<file path="src/sne_pkg.sv">
// ----------------------------------------------------------------------------
// sne_pkg
// Register indexes, sequencer states and control word of the spiking neuron
// Euler stepper.
// ----------------------------------------------------------------------------
package sne_pkg;

  localparam int unsigned CFG_IDX_W = 4;

  localparam logic [CFG_IDX_W-1:0] REG_RECOVERY_RATE        = 4'd0;
  localparam logic [CFG_IDX_W-1:0] REG_RECOVERY_SENSITIVITY = 4'd1;
  localparam logic [CFG_IDX_W-1:0] REG_RESET_POTENTIAL      = 4'd2;
  localparam logic [CFG_IDX_W-1:0] REG_RECOVERY_JUMP        = 4'd3;
  localparam logic [CFG_IDX_W-1:0] REG_PEAK_POTENTIAL       = 4'd4;
  localparam logic [CFG_IDX_W-1:0] REG_SQUARE_COEFFICIENT   = 4'd5;
  localparam logic [CFG_IDX_W-1:0] REG_LINEAR_COEFFICIENT   = 4'd6;
  localparam logic [CFG_IDX_W-1:0] REG_CONSTANT_TERM        = 4'd7;

  localparam logic OP_TICK   = 1'b0;
  localparam logic OP_REINIT = 1'b1;

  typedef enum logic [3:0] {
    ST_IDLE,
    ST_MUL1,
    ST_ADD1,
    ST_MUL2,
    ST_ADD2,
    ST_ADD3,
    ST_ADD4,
    ST_MUL3,
    ST_ADD5,
    ST_MUL4,
    ST_MUL5,
    ST_ADD6,
    ST_MUL6,
    ST_ADD7,
    ST_SPK,
    ST_FIN
  } state_t;

  typedef enum logic [2:0] {
    MUL_ALPHA_V,
    MUL_T_V,
    MUL_DT_T,
    MUL_DT_A,
    MUL_B_VN,
    MUL_K_E
  } mul_op_t;

  typedef enum logic [2:0] {
    ADD_Q_BETA,
    ADD_Q_GAMMA,
    ADD_T_SUB_U,
    ADD_T_DRIVE,
    ADD_V_Q,
    ADD_Q_SUB_U,
    ADD_U_Q,
    ADD_UN_D
  } add_op_t;

  typedef struct packed {
    mul_op_t mul_op;
    logic    mul_en;
    add_op_t add_op;
    logic    t_ld;
    logic    vn_ld;
    logic    un_ld;
    logic    k_ld;
    logic    spk_ld;
  } ctrl_t;

endpackage

</file>
<file path="src/spiking_neuron_euler_step.sv">
// ----------------------------------------------------------------------------
// spiking_neuron_euler_step
// One Izhikevich neuron stepped by forward Euler in signed Q16.16, built
// around one shared 32x32 multiplier and one saturating adder.
// ----------------------------------------------------------------------------
//  channel | direction | handshake           | payload
//  in_     | input     | in_valid / in_stall | operation, time_step, drive, start_*
//  out_    | output    | out_valid/out_stall | reported_potential, recovery_out, spike
//  cfg_    | input     | cfg_valid/cfg_ready | cfg_index, cfg_data
//
//  A tick word walks 14 sequencer steps (six multiplies, eight adds, one
//  per cycle through the shared units), posts its result from the last
//  step and returns to idle to take the next word. A reinit word goes
//  straight to the last step. A pending result does not block the next
//  accept; a finished word waits there while the held result is stalled.
//  Reset (rst_n low, synchronous) loads register defaults and v = -65 mV,
//  u = -13.
// ----------------------------------------------------------------------------
module spiking_neuron_euler_step
  import sne_pkg::*;
(
  input  logic                        clk,
  input  logic                        rst_n,
  input  logic                        in_valid,
  output logic                        in_stall,
  input  logic                        in_operation,
  input  logic [16:0]                 in_time_step,
  input  logic signed [31:0]          in_drive,
  input  logic signed [24:0]          in_start_potential,
  input  logic signed [24:0]          in_start_recovery,
  output logic                        out_valid,
  input  logic                        out_stall,
  output logic signed [31:0]          out_reported_potential,
  output logic signed [31:0]          out_recovery_out,
  output logic                        out_spike,
  input  logic                        cfg_valid,
  output logic                        cfg_ready,
  input  logic [CFG_IDX_W-1:0]        cfg_index,
  input  logic [31:0]                 cfg_data
);

  localparam logic signed [47:0] Q_MAX = 48'sd2147483647;
  localparam logic signed [47:0] Q_MIN = -48'sd2147483648;
  localparam logic signed [33:0] S_MAX = 34'sd2147483647;
  localparam logic signed [33:0] S_MIN = -34'sd2147483648;

  // configuration
  logic [16:0]        a_r;
  logic [18:0]        b_r;
  logic signed [24:0] c_r;
  logic signed [24:0] d_r;
  logic signed [24:0] peak_r;
  logic [16:0]        alpha_r;
  logic [20:0]        beta_r;
  logic signed [25:0] gamma_r;

  // neuron state and working registers
  state_t             state_r, state_nxt;
  ctrl_t              ctrl;
  logic signed [31:0] v_r, u_r;
  logic signed [31:0] t_r, vn_r, un_r, k_r;
  logic signed [63:0] p_r;
  logic [16:0]        dt_r;
  logic signed [31:0] drive_r;
  logic signed [31:0] res_v_r, res_u_r;
  logic               res_spk_r;
  logic               out_valid_r;
  logic signed [31:0] out_v_r, out_u_r;
  logic               out_spk_r;

  logic               in_acc, out_free, spike_hit;
  logic signed [31:0] mul_x, mul_y, add_x, add_y, q_sat, sum_sat;
  logic               add_sub;
  logic signed [47:0] q_wide;
  logic signed [33:0] sum_wide;

  assign in_stall  = (state_r != ST_IDLE);
  assign in_acc    = in_valid && !in_stall;
  assign cfg_ready = 1'b1;
  assign out_free  = !out_valid_r || !out_stall;
  assign spike_hit = (vn_r >= 32'(peak_r));

  assign out_valid              = out_valid_r;
  assign out_reported_potential = out_v_r;
  assign out_recovery_out       = out_u_r;
  assign out_spike              = out_spk_r;

  // product back to Q16.16: floor shift, then saturate
  assign q_wide = p_r[63:16];
  always_comb begin
    if (q_wide > Q_MAX) begin
      q_sat = 32'sh7FFFFFFF;
    end else if (q_wide < Q_MIN) begin
      q_sat = 32'sh80000000;
    end else begin
      q_sat = q_wide[31:0];
    end
  end

  // multiplier operand select
  always_comb begin
    case (ctrl.mul_op)
      MUL_ALPHA_V: begin mul_x = signed'({15'd0, alpha_r}); mul_y = v_r;  end
      MUL_T_V:     begin mul_x = t_r;                       mul_y = v_r;  end
      MUL_DT_T:    begin mul_x = signed'({15'd0, dt_r});    mul_y = t_r;  end
      MUL_DT_A:    begin
        mul_x = signed'({15'd0, dt_r});
        mul_y = signed'({15'd0, a_r});
      end
      MUL_B_VN:    begin mul_x = signed'({13'd0, b_r});     mul_y = vn_r; end
      MUL_K_E:     begin mul_x = k_r;                       mul_y = t_r;  end
      default:     begin mul_x = t_r;                       mul_y = v_r;  end
    endcase
  end

  // adder operand select
  always_comb begin
    add_sub = 1'b0;
    case (ctrl.add_op)
      ADD_Q_BETA:  begin add_x = q_sat; add_y = signed'({11'd0, beta_r}); end
      ADD_Q_GAMMA: begin add_x = q_sat; add_y = 32'(gamma_r);            end
      ADD_T_SUB_U: begin add_x = t_r;   add_y = u_r; add_sub = 1'b1;     end
      ADD_T_DRIVE: begin add_x = t_r;   add_y = drive_r;                 end
      ADD_V_Q:     begin add_x = v_r;   add_y = q_sat;                   end
      ADD_Q_SUB_U: begin add_x = q_sat; add_y = u_r; add_sub = 1'b1;     end
      ADD_U_Q:     begin add_x = u_r;   add_y = q_sat;                   end
      ADD_UN_D:    begin add_x = un_r;  add_y = 32'(d_r);                end
      default:     begin add_x = t_r;   add_y = u_r;                     end
    endcase
  end

  assign sum_wide = add_sub ? (34'(add_x) - 34'(add_y)) : (34'(add_x) + 34'(add_y));
  always_comb begin
    if (sum_wide > S_MAX) begin
      sum_sat = 32'sh7FFFFFFF;
    end else if (sum_wide < S_MIN) begin
      sum_sat = 32'sh80000000;
    end else begin
      sum_sat = sum_wide[31:0];
    end
  end

  // next state
  always_comb begin
    state_nxt = state_r;
    case (state_r)
      ST_IDLE: begin
        if (in_acc) begin
          state_nxt = (in_operation == OP_REINIT) ? ST_FIN : ST_MUL1;
        end
      end
      ST_MUL1: state_nxt = ST_ADD1;
      ST_ADD1: state_nxt = ST_MUL2;
      ST_MUL2: state_nxt = ST_ADD2;
      ST_ADD2: state_nxt = ST_ADD3;
      ST_ADD3: state_nxt = ST_ADD4;
      ST_ADD4: state_nxt = ST_MUL3;
      ST_MUL3: state_nxt = ST_ADD5;
      ST_ADD5: state_nxt = ST_MUL4;
      ST_MUL4: state_nxt = ST_MUL5;
      ST_MUL5: state_nxt = ST_ADD6;
      ST_ADD6: state_nxt = ST_MUL6;
      ST_MUL6: state_nxt = ST_ADD7;
      ST_ADD7: state_nxt = ST_SPK;
      ST_SPK:  state_nxt = ST_FIN;
      ST_FIN: begin
        if (out_free) begin
          state_nxt = ST_IDLE;
        end
      end
      default: state_nxt = ST_IDLE;
    endcase
  end

  // control word per step
  always_comb begin
    ctrl = '{mul_op: MUL_T_V, mul_en: 1'b0, add_op: ADD_Q_BETA, t_ld: 1'b0,
             vn_ld: 1'b0, un_ld: 1'b0, k_ld: 1'b0, spk_ld: 1'b0};
    case (state_r)
      ST_MUL1: begin ctrl.mul_op = MUL_ALPHA_V; ctrl.mul_en = 1'b1; end
      ST_ADD1: begin ctrl.add_op = ADD_Q_BETA;  ctrl.t_ld = 1'b1;   end
      ST_MUL2: begin ctrl.mul_op = MUL_T_V;     ctrl.mul_en = 1'b1; end
      ST_ADD2: begin ctrl.add_op = ADD_Q_GAMMA; ctrl.t_ld = 1'b1;   end
      ST_ADD3: begin ctrl.add_op = ADD_T_SUB_U; ctrl.t_ld = 1'b1;   end
      ST_ADD4: begin ctrl.add_op = ADD_T_DRIVE; ctrl.t_ld = 1'b1;   end
      ST_MUL3: begin ctrl.mul_op = MUL_DT_T;    ctrl.mul_en = 1'b1; end
      ST_ADD5: begin ctrl.add_op = ADD_V_Q;     ctrl.vn_ld = 1'b1;  end
      ST_MUL4: begin ctrl.mul_op = MUL_DT_A;    ctrl.mul_en = 1'b1; end
      // capture k from the dt*a product while b*v' starts
      ST_MUL5: begin ctrl.mul_op = MUL_B_VN; ctrl.mul_en = 1'b1; ctrl.k_ld = 1'b1; end
      ST_ADD6: begin ctrl.add_op = ADD_Q_SUB_U; ctrl.t_ld = 1'b1;   end
      ST_MUL6: begin ctrl.mul_op = MUL_K_E;     ctrl.mul_en = 1'b1; end
      ST_ADD7: begin ctrl.add_op = ADD_U_Q;     ctrl.un_ld = 1'b1;  end
      ST_SPK:  begin ctrl.add_op = ADD_UN_D;    ctrl.spk_ld = 1'b1; end
      default: ;
    endcase
  end

  // datapath
  always_ff @(posedge clk) begin
    if (ctrl.mul_en) begin
      p_r <= mul_x * mul_y;
    end
    if (ctrl.t_ld) begin
      t_r <= sum_sat;
    end
    if (ctrl.vn_ld) begin
      vn_r <= sum_sat;
    end
    if (ctrl.un_ld) begin
      un_r <= sum_sat;
    end
    if (ctrl.k_ld) begin
      k_r <= q_sat;
    end
    if (in_acc) begin
      dt_r    <= in_time_step;
      drive_r <= in_drive;
    end
  end

  // result staging
  always_ff @(posedge clk) begin
    if (in_acc && in_operation == OP_REINIT) begin
      res_v_r   <= 32'(in_start_potential);
      res_u_r   <= 32'(in_start_recovery);
      res_spk_r <= 1'b0;
    end else if (ctrl.spk_ld) begin
      if (spike_hit) begin
        res_v_r <= 32'(peak_r);
        res_u_r <= sum_sat;
      end else begin
        res_v_r <= vn_r;
        res_u_r <= un_r;
      end
      res_spk_r <= spike_hit;
    end
    if (state_r == ST_FIN && out_free) begin
      out_v_r   <= res_v_r;
      out_u_r   <= res_u_r;
      out_spk_r <= res_spk_r;
    end
  end

  // control, neuron state and configuration
  always_ff @(posedge clk) begin
    if (!rst_n) begin
      state_r     <= ST_IDLE;
      out_valid_r <= 1'b0;
      v_r         <= -32'sd4259840;
      u_r         <= -32'sd851968;
      a_r         <= 17'd1311;
      b_r         <= 19'd13107;
      c_r         <= -25'sd4259840;
      d_r         <= 25'sd131072;
      peak_r      <= 25'sd1966080;
      alpha_r     <= 17'd2621;
      beta_r      <= 21'd327680;
      gamma_r     <= 26'sd9175040;
    end else begin
      state_r <= state_nxt;
      if (state_r == ST_FIN && out_free) begin
        out_valid_r <= 1'b1;
      end else if (out_valid_r && !out_stall) begin
        out_valid_r <= 1'b0;
      end
      if (in_acc && in_operation == OP_REINIT) begin
        v_r <= 32'(in_start_potential);
        u_r <= 32'(in_start_recovery);
      end else if (ctrl.spk_ld) begin
        // drop to reset potential and kick recovery on a spike
        v_r <= spike_hit ? 32'(c_r) : vn_r;
        u_r <= spike_hit ? sum_sat : un_r;
      end
      if (cfg_valid && cfg_ready) begin
        case (cfg_index)
          REG_RECOVERY_RATE:        a_r     <= cfg_data[16:0];
          REG_RECOVERY_SENSITIVITY: b_r     <= cfg_data[18:0];
          REG_RESET_POTENTIAL:      c_r     <= signed'(cfg_data[24:0]);
          REG_RECOVERY_JUMP:        d_r     <= signed'(cfg_data[24:0]);
          REG_PEAK_POTENTIAL:       peak_r  <= signed'(cfg_data[24:0]);
          REG_SQUARE_COEFFICIENT:   alpha_r <= cfg_data[16:0];
          REG_LINEAR_COEFFICIENT:   beta_r  <= cfg_data[20:0];
          REG_CONSTANT_TERM:        gamma_r <= signed'(cfg_data[25:0]);
          default: ;
        endcase
      end
    end
  end

  // assertions
  a_spike_at_peak: assert property (@(posedge clk) disable iff (!rst_n)
    (out_valid_r && out_spk_r) |-> (out_v_r == 32'(peak_r)))
    else $error("spike result does not report the peak potential");

  a_fin_holds: assert property (@(posedge clk) disable iff (!rst_n)
    (state_r == ST_FIN && out_valid_r && out_stall) |=> (state_r == ST_FIN))
    else $error("finished word left its step while output was blocked");

  a_spike_resets_v: assert property (@(posedge clk) disable iff (!rst_n)
    (state_r == ST_SPK && spike_hit) |=> (v_r == 32'($past(c_r)) && res_spk_r))
    else $error("potential not reset after spike");

  a_reinit_loads: assert property (@(posedge clk) disable iff (!rst_n)
    (in_acc && in_operation == OP_REINIT) |=>
      (state_r == ST_FIN && v_r == 32'($past(in_start_potential))))
    else $error("reinit did not load the start potential");

endmodule

</file>
<file path="config.mk">
export PLATFORM = sky130hd
export DESIGN_NAME = spiking_neuron_euler_step
export DESIGN_NICKNAME = d
export VERILOG_FILES = /design/src/sne_pkg.sv /design/src/spiking_neuron_euler_step.sv
export SDC_FILE = /design/constraint.sdc
export NUM_CORES = 2
export LEC_CHECK = 0
export BUFFER_PORTS_ARGS = -buffer_cell sky130_fd_sc_hd__buf_2
export CORE_AREA = 8 8 436 438
export DETAILED_ROUTE_END_ITERATION = 6
export DIE_AREA = 0 0 444 446
export PLACE_DENSITY_LB_ADDON = 0.08
export SKIP_CTS_REPAIR_TIMING = 1
export SYNTH_ARGS = -nofsm -noshare
export SYNTH_HDL_FRONTEND = slang
export SYNTH_SLANG_ARGS = --single-unit
export TNS_END_PERCENT = 5
</file>
<file path="constraint.sdc">
create_clock -name clk -period 26.4 [get_ports clk]
set_clock_uncertainty 0.1 [all_clocks]
set_input_delay 1.32 -clock clk [delete_from_list [all_inputs] [get_ports clk]]
set_output_delay 1.32 -clock clk [all_outputs]
set_load 0.005 [all_outputs]
</file>
# Word level (Yosys, flattened, before mapping)

Index checks and enable logic that the tools add are counted.

Register bits after elaboration: 615
Logic and storage cells: 131

Add/sub/neg operators: 2
$mul: 1
Magnitude comparators: 5
Eq/ne operators: 35
Muxes and demuxes: 32
Reduce and logical (&&, ||, !) cells: 31

Operators with widths:

| kind                 | count |
|---|---|
| $mux 32              | 13 |
| $pmux 32 s6          | 1 |
| $pmux 32 s5          | 1 |
| $pmux 32 s4          | 1 |
| $pmux 32 s3          | 1 |
| $mul 32x32->64       | 1 |
| $pmux 4 s16          | 1 |
| $gt 48x32->1 const B | 1 |
| $lt 48x32->1 const B | 1 |
| $gt 34x32->1 const B | 1 |
| $lt 34x32->1 const B | 1 |
| $mux 34              | 1 |
| $add 32x32->33       | 1 |
| $sub 32x32->33       | 1 |
| $eq 4x3->1 const B   | 8 |
| $eq 4x4->1 const B   | 8 |
| $ge 32x25->1         | 1 |
| $pmux 4 s6           | 1 |
| $pmux 3 s7           | 1 |
| $eq 3x3->1 const B   | 6 |
| $reduce_and 2->1     | 9 |
| $eq 4x2->1 const B   | 4 |
| $eq 3x2->1 const B   | 4 |
| $mux 4               | 3 |
| 14 further kinds     | 35 |

# Logic depth before layout (Yosys ltp)

Depth in word-level cells: 13
Mapped depth: 49
Gate-level depth less buffers: 40

# Worst setup path after synthesis

OpenSTA, ideal clock, no wires.

Path kind: register -> register
Start point: reg state_r[1]
End point: reg p_r[63], data pin
Arrival time: 13.118 ns
Path slack: 12.922 ns
Stages on the path, launching flop included: 38
Period minus slack after synthesis: 13.478 ns
Cell sequence: dfxtp_1 > buf_4 > buf_2 > nor4bb_1 > a211oi_1 > and2_1 > clkbuf_1 > nor2_1 > clkbuf_1 > a21o_1 > clkbuf_1 > nand2_1 > inv_1 > fa_1 > inv_1 > fa_1 > inv_1 > fa_1 > [2 not listed] > inv_1 > fa_1 > fa_1 > inv_1 > fa_1 > fa_1 > inv_1 > ha_1 > a21o_1 > a21o_1 > a21oi_1 > nand2_1 > a211oi_1 > a22oi_1 > nand3_1 > a31oi_1 > a221o_1 > xnor2_1

Cells in the longest elaborated chain, start to end: 6

RTL lines:

| what                                              | RTL line                         | text |
|---|---|---|
| start, declared                                   | spiking_neuron_euler_step.sv:58  | `state_t state_r, state_nxt;` |
| start signal, assigned                            | spiking_neuron_euler_step.sv:261 | `state_r <= state_nxt;` |
| $eq 4x4->1 (tied with other cells)                | spiking_neuron_euler_step.sv:179 | `case (state_r)` |
| $pmux 4 s6 (*)                                    | spiking_neuron_euler_step.sv:179 |  |
| $eq 3x2->1 / $eq 3x3->1 (equally long branches)   | spiking_neuron_euler_step.sv:102 | `case (ctrl.mul_op)` |
| $reduce_or 2->1 (no line)                         | n/a                              |  |
| $pmux 32 s4 / $pmux 32 s3 (equally long branches) | spiking_neuron_euler_step.sv:102 |  |
| $mul 32x32->64 (*)                                | spiking_neuron_euler_step.sv:202 | `p_r <= mul_x * mul_y;` |
| end signal, assigned                              | spiking_neuron_euler_step.sv:202 |  |
| end, declared                                     | spiking_neuron_euler_step.sv:62  | `logic signed [63:0] p_r;` |

Mark *: on every way between the ends. The rest lies on a longest branch, timed or not.
A chain may end at the register's enable or synchronous reset.

# Final worst setup path

Ends and elaborated chain as after synthesis.

==> results.yml <==
drt:
  route.detailed.drc: 1
  vias_per_cell: 5.49
  dr_total_vias: 50900
  final_antenna_net_count: 0
  drt_iter0_markers: 5540
  wl_per_cell_um: 29.3
  drt-pass1-iter-count: 7
  drt-total-wl_mm: 272
place:
  dpl.hpwl_mm: 208
  gp_congestion: 0.963
  pre_cts_ws_ps: 12620
  portBuffers: 201
global_routing:
  grt_pass1_vias: 52000
  grt_max_degree: 113
  antenna_found_initial: 23
  grt.busiest_layer: "met2"
  met3_usage_pct: 4.07
  grt_first_pass_wirelength_mm: 385
  overflow: 0
  met2_usage_pct: 44.2
  grt_use_met1_pct: 36.1
  grt_usage_pct: 26.9
cells_and_area:
  final_cell_mix: "1,119 x nand2_1, 1,082 x fa_1, 1,045 x inv_1, 657 x nor2_1, 354 x edfxtp_1"
  final_common_cell: "nand2_1"
  drive_gt1_share_pct: 8.94
  synthToLayoutAreaGrowth_pct: 10.4
  nets: 8285
  fill_cells: 18600
  fin_util_pct: 38.3
timing:
  finalSetupViolations: 0
  slew_violations: 0
  worst_pin_slew_ps: 1480
  finalWorstSetupSlack_ps: 12490
  finalCritPeriodShare_pct: 52.7
  tns_ps: 0
  fin_crit_ps: 13910
  finalHoldViolCount: 0
  rsz0062_at_grt: "false"
  max_freq_ghz: 0.0719
  relSlewSlack_pct: 0.198
die:
  die_x_um: 444
  boundaryPins: 209
  die_y_um: 446
  std_cell_rows: 158
  dieArea_mm2: 0.198
  core_mm2: 0.184
  start_util_pct: 34.7
setup_path:
  worstPathArrival_ps: 14170
  worstPathMaxFanout: 32
  worstSetupPathType: "reg -> reg"
  slowest_delay_ps: 870
  cpMostUsedCell: "fa_1"
  crit_slowest_cell: "o21a_1"
  worstPathRequired_ps: 26660
  reg2regPathDepth: 36
  start_kind: "flip-flop"
  worstSetupEndpointType: "flip-flop"
clock_tree:
  insertion_delay_ps: 640
  tritoncts: "built"
  clockRootBuffer: "clkbuf_16"
  clock_path_buffers: 3
  cts_buffers: 68
  cts_sinks: 599
  htree_levels: 3
  clk_pin_slew_ps: 60
yosys:
  ys.flop_type: "edfxtp_1"
  synthArstFlopShare_pct: 0
  syn_area_per_cell_um2: 9.42
  netlist_instances: 6765
  synth_nets: 8236
  syn-cell-area_mm2: 0.0637
  ys_seq_elements: 599
  yosysUniqueCellTypes: 97
  yosys_warnings: 0
  synth_edf_count: 354
  synth-seq-area-share_pct: 24.4
status:
  status: "finished with violations"
  violations: "DRC, capacitance limit"
worst_hold_path:
  hold_path_class: "reg -> reg"
  holdPathStages: 0
run:
  drv_cap: 1
cells by family (layout without fill, tap and decap cells):
kind of cell / Yosys count / after routing / synth area share [%]
AO/OA/AOI/OAI: 1098 / 1098 / 11.9
XOR/XNOR: 126 / 126 / 1.74
adder cells (fa/ha/maj): 1330 / 1330 / 38.9
buffers and inverters: 1442 / 1544 / 8.61
flip-flops: 599 / 599 / 24.4
multiplexers: 33 / 33 / 0.518
other: 1 / 4 / 0.00588
AND/OR/NAND/NOR: 2136 / 2136 / 14.0
through the flow:
step / hold slack, ps / instance area (µm²) / std cells
CTS: 310 / 70400 / 9267
global route: 322 / 70400 / 9267
global placement: 301 / 68100 / 9144
detailed placement: 305 / 68100 / 9144
finish: 313 / 70400 / 9270
floorplan: 300 / 63700 / 6765
metal layers:
| metal | wire length (µm) | vias up |
|---|---|---|
| met3 | 20200 | 452 |
| met4 | 12700 | 6 |
| met2 | 126000 | 2077 |
| met1 | 113000 | 26600 |
| met5 | 46 | - |
| li1 | - | 21800 |
worst max-delay path, delay by kind of cell, from the launching register on:
kind                       cells  cell delay (ps)
buffers and inverters          5              740
DFF                            1              690
and+or+nand+nor               13             3720
adders and majority gates     10             4850
AOI/OAI and AO/OA              7             3390
xor gates and xnor gates       1               70
cell usage after synthesis (all sizes together) (48+ instances only):
cell | count | area (µm²)
clkbuf | 353 | 1340
a21o | 94 | 706
a21oi | 243 | 1220
dfxtp | 245 | 4900
a222oi | 49 | 490
o21ai | 163 | 820
xnor2 | 78 | 691
o21a | 64 | 480
inv | 1045 | 3920
fa | 1082 | 21700
nand3 | 102 | 510
xor2 | 48 | 420
a21boi | 148 | 1110
nand2 | 1120 | 4210
ha | 248 | 3100
edfxtp | 354 | 10600
nor2 | 664 | 2500
a31oi | 53 | 332
worst paths after layout:
kind / start / end / slack [ps]
min: res_v_r[28] / out_reported_potential[28] / 310
min reg2reg: res_v_r[28] / out_reported_potential[28] / 310
max: state_r[1] / p_r[63] / 12490
max reg2reg: state_r[1] / p_r[63] / 12490
registers in the layout, summed over array words and instances, names as in the netlist, 26 cells and up:
register                flops
un_r                       32
v_r                        32
p_r                        48
out_recovery_out           32
u_r                        32
res_u_r                    32
drive_r                    32
gamma_r                    26
k_r                        32
vn_r                       32
out_reported_potential     32
t_r                        32
res_v_r                    32
area by class of cell:
class / count / area, µm² / area share (%)
multi-input cells: 4724 / 43300 / 61.5
flip-flops and latches: 599 / 15500 / 22.1
inverters: 1047 / 3930 / 5.59
well taps: 2400 / 3000 / 4.27
repair buffers: 374 / 2310 / 3.28
clock buffers: 97 / 2000 / 2.84
clock inverters: 26 / 299 / 0.425
diodes: 3 / 7.51 / 0.0107
Power is left out: the tool's default activity adds up to more than one toggle a clock period on the data nets, which glitch-free logic cannot reach.
